## config.mk

```make
export PLATFORM = sky130hd
export DESIGN_NAME = hct_hash
export DESIGN_NICKNAME = d
export VERILOG_FILES = /design/src/hdl/hash_chain_table_assert.svh /design/src/hdl/hct_pkg.sv /design/src/hdl/hct_hash.sv
export SDC_FILE = /design/constraint.sdc
export NUM_CORES = 1
export LEC_CHECK = 0
export BUFFER_PORTS_ARGS = -buffer_cell sky130_fd_sc_hd__buf_2
export CAP_MARGIN = 5
export CORE_AREA = 2 2 204 206
export CTS_BUF_LIST = sky130_fd_sc_hd__clkbuf_16
export DETAILED_ROUTE_END_ITERATION = 8
export DIE_AREA = 0 0 206 208
export GPL_TIMING_DRIVEN = 0
export PLACE_DENSITY = 0.85
export SYNTH_ARGS = -nofsm -noshare
export SYNTH_HDL_FRONTEND = slang
export SYNTH_SLANG_ARGS = --single-unit
```

## constraint.sdc

```tcl
create_clock -name clk -period 19.9 [get_ports clk]
set_clock_uncertainty 0.1 [all_clocks]
set_input_delay 0.995 -clock clk [delete_from_list [all_inputs] [get_ports clk]]
set_output_delay 0.995 -clock clk [all_outputs]
set_load 0.01 [all_outputs]
```

## src/hdl/hash_chain_table_assert.svh

```systemverilog
// Assertion macros for the hash chain table.
`ifndef HASH_CHAIN_TABLE_ASSERT_SVH
`define HASH_CHAIN_TABLE_ASSERT_SVH
`ifndef NO_ASSERTIONS
`define HCT_ASSERT_IMPL(label, clk, rst_n, a, c) \
	label: assert property (@(posedge clk) disable iff (!rst_n) (a) |-> (c)) \
	else $error("hash_chain_table check failed");
`define HCT_ASSERT_NEXT(label, clk, rst_n, a, c) \
	label: assert property (@(posedge clk) disable iff (!rst_n) (a) |=> (c)) \
	else $error("hash_chain_table check failed");
`else
`define HCT_ASSERT_IMPL(label, clk, rst_n, a, c)
`define HCT_ASSERT_NEXT(label, clk, rst_n, a, c)
`endif
`endif

```

## src/hdl/hct_pkg.sv

```systemverilog
// Types and constants shared by the hash chain table modules.
package hct_pkg;
	localparam logic [1:0] CMD_ADD    = 2'd0;
	localparam logic [1:0] CMD_DELETE = 2'd1;
	localparam logic [1:0] CMD_FIND   = 2'd2;
	localparam logic [1:0] CMD_CHECK  = 2'd3;

	localparam logic [1:0] KIND_FIND  = 2'd0;
	localparam logic [1:0] KIND_ENTRY = 2'd1;
	localparam logic [1:0] KIND_EMPTY = 2'd2;
	localparam logic [1:0] KIND_FULL  = 2'd3;

	localparam logic [29:0] HASH_MUL = 30'd263;
	localparam logic [29:0] HASH_MOD = 30'd1000000007;
	localparam int MAX_RESULTS = 8;

	typedef struct packed {
		logic [1:0]  command;
		logic [63:0] key_bytes;
		logic [3:0]  key_length;
		logic [5:0]  bucket_index;
	} req_t;

	typedef struct packed {
		logic [1:0]  kind;
		logic        found;
		logic [63:0] entry_key;
		logic [3:0]  entry_length;
		logic        last;
	} rsp_t;

	typedef enum logic [3:0] {
		ST_IDLE, ST_HASH, ST_MOD, ST_CNT, ST_SRCH, ST_DECIDE,
		ST_SHIFT, ST_LIST, ST_OUT, ST_CLEAR
	} state_t;
endpackage

```

## src/hdl/hct_hash.sv

```systemverilog
// Polynomial hash unit: one key byte per cycle, then a bucket reduction.
module hct_hash (
	input  logic        clk,
	input  logic        arst_n,
	input  logic        start,
	input  logic [63:0] key,
	input  logic [3:0]  len,
	input  logic [6:0]  buckets,
	output logic        done,
	output logic [11:0] bucket
);
	import hct_pkg::*;
	logic [29:0] h_q;
	logic [3:0]  i_q;
	logic        busy_q, red_q;
	logic [6:0]  nb_q;
	logic [38:0] prod;
	logic [39:0] sum;
	logic [39:0] rem;
	logic [7:0]  byte_v;
	logic [2:0]  bsel;
	logic [29:0] r_q;
	logic [4:0]  rs_q;

	assign bsel = 3'(i_q - 4'd1);
	assign byte_v = key[{bsel, 3'b000} +: 8];
	assign prod = 39'(h_q) * 39'(HASH_MUL);
	assign sum = 40'(prod) + 40'(byte_v);
	// The quotient comes from a reciprocal that never overshoots and is at most
	// one short, so a single subtraction finishes the reduction.
	always_comb begin
		logic [8:0] qe;
		qe = 9'((48'(sum) * 48'd274) >> 38);
		rem = sum - 40'(qe) * 40'(HASH_MOD);
		if (rem >= 40'(HASH_MOD)) rem = rem - 40'(HASH_MOD);
		if (rem >= 40'(HASH_MOD)) rem = rem - 40'(HASH_MOD);
	end

	always_ff @(posedge clk or negedge arst_n) begin
		if (!arst_n) begin
			busy_q <= 1'b0;
			red_q <= 1'b0;
			done <= 1'b0;
			i_q <= '0;
			rs_q <= '0;
		end else begin
			done <= 1'b0;
			if (start) begin
				busy_q <= 1'b1;
				h_q <= '0;
				i_q <= len;
				nb_q <= (buckets == 7'd0) ? 7'd1 : buckets;
			end else if (busy_q) begin
				if (i_q != 4'd0) begin
					h_q <= 30'(rem);
					i_q <= i_q - 4'd1;
				end else begin
					busy_q <= 1'b0;
					red_q <= 1'b1;
					r_q <= h_q;
					rs_q <= 5'd29;
				end
			end else if (red_q) begin
				// Restoring reduction: subtract nb shifted, one bit per cycle.
				if (36'(r_q) >= (36'(nb_q) << rs_q))
					r_q <= 30'(36'(r_q) - (36'(nb_q) << rs_q));
				if (rs_q == 5'd0) begin
					red_q <= 1'b0;
					done <= 1'b1;
				end else begin
					rs_q <= rs_q - 5'd1;
				end
			end
		end
	end
	assign bucket = 12'(r_q);
endmodule

```

* Word-level counts from Yosys, hierarchy flattened
Index checks and enable logic that the tools add are counted.
Storage, ports and cells: register bits after elaboration 79, word-level logic and storage cells 64, output and inout bits 13
Operators by class: equality and inequality tests 2, shifts and indexed selects 2, $add $sub $neg 7, $lt $le $gt $ge 3, reduce and logical (&&, ||, !) cells 12, multiplexer cells 26, bitwise logic cells 1, $mul 3
Operators with widths (count):
- two-way mux 30 bit | 7
- >= comparator 40 x 30 -> 1 bit, second input constant | 2
- variable part select 64 x 7 -> 8 bit | 1
- multiplier 40 x 8 -> 46 bit, second input constant | 1
- adder 39 x 8 -> 40 bit | 1
- two-way mux 40 bit | 1
- subtractor 40 x 30 -> 40 bit, second input constant | 1
- subtractor 40 x 39 -> 40 bit | 1
- multiplier 30 x 9 -> 39 bit, second input constant | 1
- multiplier 9 x 30 -> 39 bit, second input constant | 1
- >= comparator 30 x 36 -> 1 bit | 1
- << shifter 7 x 5 -> 36 bit | 1
- subtractor 30 bit | 1
- subtractor 30 bit, second input constant | 1
- two-way mux 5 bit | 4
- two-way mux 4 bit | 3
- two-way mux 1 bit | 11
- nonzero test 2 bit | 4
- logical NOT 7 bit | 1
- AND reduction 2 bit | 3
- logical NOT 5 bit | 1
- AND reduction 5 bit | 1
- subtractor 5 x 1 -> 5 bit, second input constant | 1
- != test 2 bit, second input constant | 2
- 4 further kinds | 4

* Logic depth before layout (Yosys ltp)
depth after elaboration 12, mapped depth 93, gate-level depth less buffers 86

* Least setup slack after synthesis
OpenSTA, ideal clock, no wires.
path kind reg-to-reg, start point reg i_q[0], end point reg h_q[17] (data pin), slack -0.807 ns, cell stages (with the launch flop) 89, arrival time 20.350 ns, cells stage by stage dfrtp_1 clkbuf_1 clkbuf_1 inv_1 ha_1 clkbuf_1 buf_1 mux4_2 mux2_2 ha_1 fa_1 a21o_1 a21oi_1 o21bai_1 a21oi_1 o21bai_1 a21oi_1 o21bai_1 (+53 left out) o211ai_1 o221a_2 or4_1 nor4b_2 nand3_1 a211o_1 buf_6 clkbuf_1 clkbuf_1 xnor2_1 ha_1 a21boi_1 nor4_4 nor3_2 nor2_2 buf_6 or3_1 a32o_1
Between the ends: word-level cells in the longest chain between the ends 12
RTL lines:
- start: declaration | RTL line hct_hash.sv:14 | logic [3:0] i_q;
- start signal: assignment | RTL line hct_hash.sv:51 | i_q <= len;
- start signal: assignment | RTL line hct_hash.sv:56 | i_q <= i_q - 4'd1;
- subtractor 4 x 1 -> 4 bit
- variable part select 64 x 7 -> 8 bit | RTL line hct_hash.sv:26 | assign byte_v = key[{bsel, 3'b000} +: 8];
- adder 39 x 8 -> 40 bit | RTL line hct_hash.sv:28 | assign sum = 40'(prod) + 40'(byte_v);
- multiplier 40 x 8 -> 46 bit | RTL line hct_hash.sv:33 | qe = 9'((48'(sum) * 48'd274) >> 38);
- multiplier 9 x 30 -> 39 bit | RTL line hct_hash.sv:34 | rem = sum - 40'(qe) * 40'(HASH_MOD);
- subtractor 40 x 39 -> 40 bit | RTL line hct_hash.sv:34
- subtractor 40 x 30 -> 40 bit or >= comparator 40 x 30 -> 1 bit (tied branches) | RTL line hct_hash.sv:35 | if (rem >= 40'(HASH_MOD)) rem = rem - 40'(HASH_MOD);
- two-way mux 40 bit | RTL line hct_hash.sv:35
- >= comparator 40 x 30 -> 1 bit or subtractor 30 bit (tied branches) | RTL line hct_hash.sv:36 | if (rem >= 40'(HASH_MOD)) rem = rem - 40'(HASH_MOD);
- two-way mux 30 bit | RTL line hct_hash.sv:36
- two-way mux 30 bit (*) | RTL line hct_hash.sv:54 | if (i_q != 4'd0) begin
- two-way mux 30 bit (*) | RTL line hct_hash.sv:53 | end else if (busy_q) begin
- end signal: assignment | RTL line hct_hash.sv:55 | h_q <= 30'(rem);
- end: declaration | RTL line hct_hash.sv:13 | logic [29:0] h_q;
Every way passes the cells marked *; elsewhere a longest branch is shown, timed or not. A chain may end at the register's enable or synchronous reset.

* Final worst setup path
start point reg i_q[0], end point reg h_q[4] (data pin)
Same word-level chain as after synthesis.

==> out/qor.csv <==
stage;metric;value;unit
cts;htree_num_levels;3;
min_path;min_path_type;reg2reg;
detailed_routing;routed_wirelength;66800;microns
logic_synthesis;synthSimpleGateAreaFrac;14.8;%
floorplan;io-pin-count;91;
logic_synthesis;synth_common_cells;415 x inv_1, 402 x ha_1, 189 x nand2_1;
logic_synthesis;yosys_warnings;0;
global_route;grt_remaining_overflow;0;
min_path;min_path_cells;1;
outcome;status;complete, no violations;
setup_path;start_kind;flip-flop;
logic_synthesis;synth_adder_area_share;39.3;%
logic_synthesis;synth_nets;3233;
logic_synthesis;synth_top_area_share;23.2;%
placement;placed_area;22900;sq um
logic_synthesis;ys_async_sr_fraction;15.2;%
setup_path;ff2ff_path_depth;85;
timing;fin_crit_sh;99.4;%
cts;cts_buffers;9;
detailed_routing;wire_per_inst;20.2;microns
global_route;grt_use_met2;50.3;%
setup_path;crit_cells;85;
timing;fmax;0.0506;GHz
floorplan;core_area;40600;sq um
logic_synthesis;synth_area_leaders;ha_1 23%, fa_1 16%, edfxtp_1 9.3%, inv_1 7.2%, xnor2_1 3.4%;
setup_path;critPathMaxFanout;10;
detailed_routing;viasPerCell;6.09;
floorplan;rows;74;
detailed_routing;drt_iter0_drc;1619;
logic_synthesis;syn_area_per_cell;8.43;sq um
detailed_routing;antenna_left;0;
logic_synthesis;syn-cell-area;21700;sq um
cts;clk_pin_slew;60;ps
floorplan;dieHeight;208;microns
logic_synthesis;yosysMostFrequentCell;inv_1;
setup_path;r2r_end;h_q[4]$_SDFFCE_PP0P_;
logic_synthesis;synth.area.mux_share;3.15;%
timing;slew_viol_final;0;
floorplan;die_w;206;microns
detailed_routing;drc;0;
cts;clk_path_buf_depth;2;
detailed_routing;dr.pass1.iters;6;
timing;fin_crit;19780;ps
floorplan;die_area;42800;sq um
global_route;grt_use_total;29.8;%
placement;portBuffers;89;
cts;cts_tree;yes;
flow_run;maxCapViolations;0;
global_route;grt_pass1_wl;102000;microns
global_route;grt_use_met1;38.1;%
timing;hold_violations;0;
logic_synthesis;synth_compound_area_share;17.1;%
setup_path;cp_num_buf_inv;14;
setup_path;r2r_start;i_q[0]$_DFFE_PN0P_;
global_route;grt_pass1_vias;19700;
cts;clk_latency;350;ps
floorplan;start_util;53.6;%
global_route;grt_start_max_net_pins;45;
setup_path;worstSetupPathType;reg2reg;
placement;post-dp-hpwl;52600;microns
cts;hold_buffers;0;
logic_synthesis;syn_inst;2578;
min_path;hold_start;red_q$_DFFE_PN0P_;
timing;setup_viol;0;
logic_synthesis;synth-edff-count;67;
logic_synthesis;synth_top_family_by_area;adder cells;
final_layout;syn_to_final_growth;14.5;%
global_route;antenna_found_initial;0;
logic_synthesis;synth-xor-area-share;5.97;%
logic_synthesis;yosys.area.top_type;ha_1;
setup_path;max_stage_delay;650;ps
final_layout;antenna_cells;0;
final_layout;drive_above_1_share;14.7;%
setup_path;cpLargestDelayFamily;compound AO/OA/AOI/OAI gates;
cts;cts_root_buffer;clkbuf_16;
cts;clock-sinks;79;
setup_path;arrival;19740;ps
final_layout;stdcell_area;24900;sq um
placement;globalplace.congestion;1.02;
min_path;min_to;red_q$_DFFE_PN0P_;
logic_synthesis;ys.flop_type;edfxtp_1;
detailed_routing;vias;20100;
timing;slew_headroom;29.7;%
logic_synthesis;seq_area_frac_synth;10.6;%
global_route;top_usage_layer;met2;
setup_path;endpoint_kind;flip-flop;
setup_path;slowest_stage;o311ai_0;
final_layout;nets;3420;
logic_synthesis;yosysUniqueCellTypes;89;
logic_synthesis;synth-seq-cells;79;
setup_path;reg2reg_slack;120;ps
global_route;grt.met3_usage;2.74;%
timing;worst_pin_slew;1050;ps
setup_path;crit_required;19870;ps
[worst reg2reg max path, delay by kind of cell, from the launching register on]
family          cells  cell delay, ps
mux                 2             640
xor+xnor            3             560
flops               1             390
fa+ha+maj          15            5220
simple gates       15            3640
buf+inv            14            1690
compound gates     36            7250
[stage by stage]
stage	cells	hold slack, ps	TNS, ps	worst slack (ps)	util (%)
after floorplan	2578	380	0	1.45	-
after global placement	3199	454	-103370	-3680	56.3
after detailed placement	3200	464	-118580	-4220	56.4
after CTS	3231	480	0	12.7	58.5
after global routing	3302	515	-6070	-371	61.3
final	3302	492	0	125	61.3
[repair_timing]
item / 4_1_cts / 5_1_grt
endpoints found under the setup margin: 30 / 30
gates resized for setup: 78 / 110
setup buffers: 20 / 77
pin swaps: 18 / 70
[worst max path at each step]
| stage | from | to | slack (ps) |
|---|---|---|---|
| global placement | i_q[0]$_DFFE_PN0P_ | h_q[8]$_SDFFCE_PP0P_ | -3680 |
| CTS | i_q[0]$_DFFE_PN0P_ | h_q[18]$_SDFFCE_PP0P_ | 10 |
| floorplan | i_q[0]$_DFFE_PN0P_ | h_q[17]$_SDFFCE_PP0P_ | 1 |
| finish | i_q[0]$_DFFE_PN0P_ | h_q[4]$_SDFFCE_PP0P_ | 120 |
| detailed placement | i_q[0]$_DFFE_PN0P_ | h_q[8]$_SDFFCE_PP0P_ | -4220 |
| global route | i_q[0]$_DFFE_PN0P_ | h_q[4]$_SDFFCE_PP0P_ | -370 |
[logic make-up after synthesis]
kind of cell    count (synthesis)
xor+xnor                      148
flops                          79
mux                            47
simple gates                  659
compound gates                566
fa+ha+maj                     578
buf+inv                       501
[layout by cell type, fill, tap and decap left out, drive strengths merged, types with 16 or more instances in the layout]
cell and instances:
ha 402, a21o 58, o31ai 27, mux4 16, and3 21, inv 416, nand3 62, fa 175
mux2i 20, nand4 30, a31oi 17, a211oi 17, a21oi 147, nand2b 27, xnor2 85, xor2 63
edfxtp 67, and2 28, o21a 25, nor3 54, nor2 156, o21ai 131, clkbuf 56, buf 214
nand2 189, or3 20, o211ai 16, nor2b 19, o21bai 22
[registers in the layout, summed over array words and instances, names as in the netlist]
| register | count |
|---|---|
| busy_q | 1 |
| done | 1 |
| h_q | 30 |
| i_q | 4 |
| nb_q | 7 |
| r_q | 30 |
| red_q | 1 |
| rs_q | 5 |
[per-layer routing]
layer  share of wire (%)  vias up  routed length (microns)
li1                    -     9278                        -
met1                  39     9573                    26100
met5                   0        -                        0
met3                 6.9      270                     4580
met4                 6.3        0                     4200
met2                  48      992                    31900
[area by class of cell]
class | count | area, sq um
Clock inverter | 7 | 88.8
Multi-Input combinational cell | 1998 | 18400
Tap cell | 532 | 666
Clock buffer | 9 | 225
Inverter | 416 | 1560
Sequential cell | 79 | 2310
Timing Repair Buffer | 186 | 1200
Fill cell | 3297 | 15700
Buffer | 75 | 468
Power is left out: the tool's default activity adds up to more than one toggle a clock period on the data nets, which glitch-free logic cannot reach.
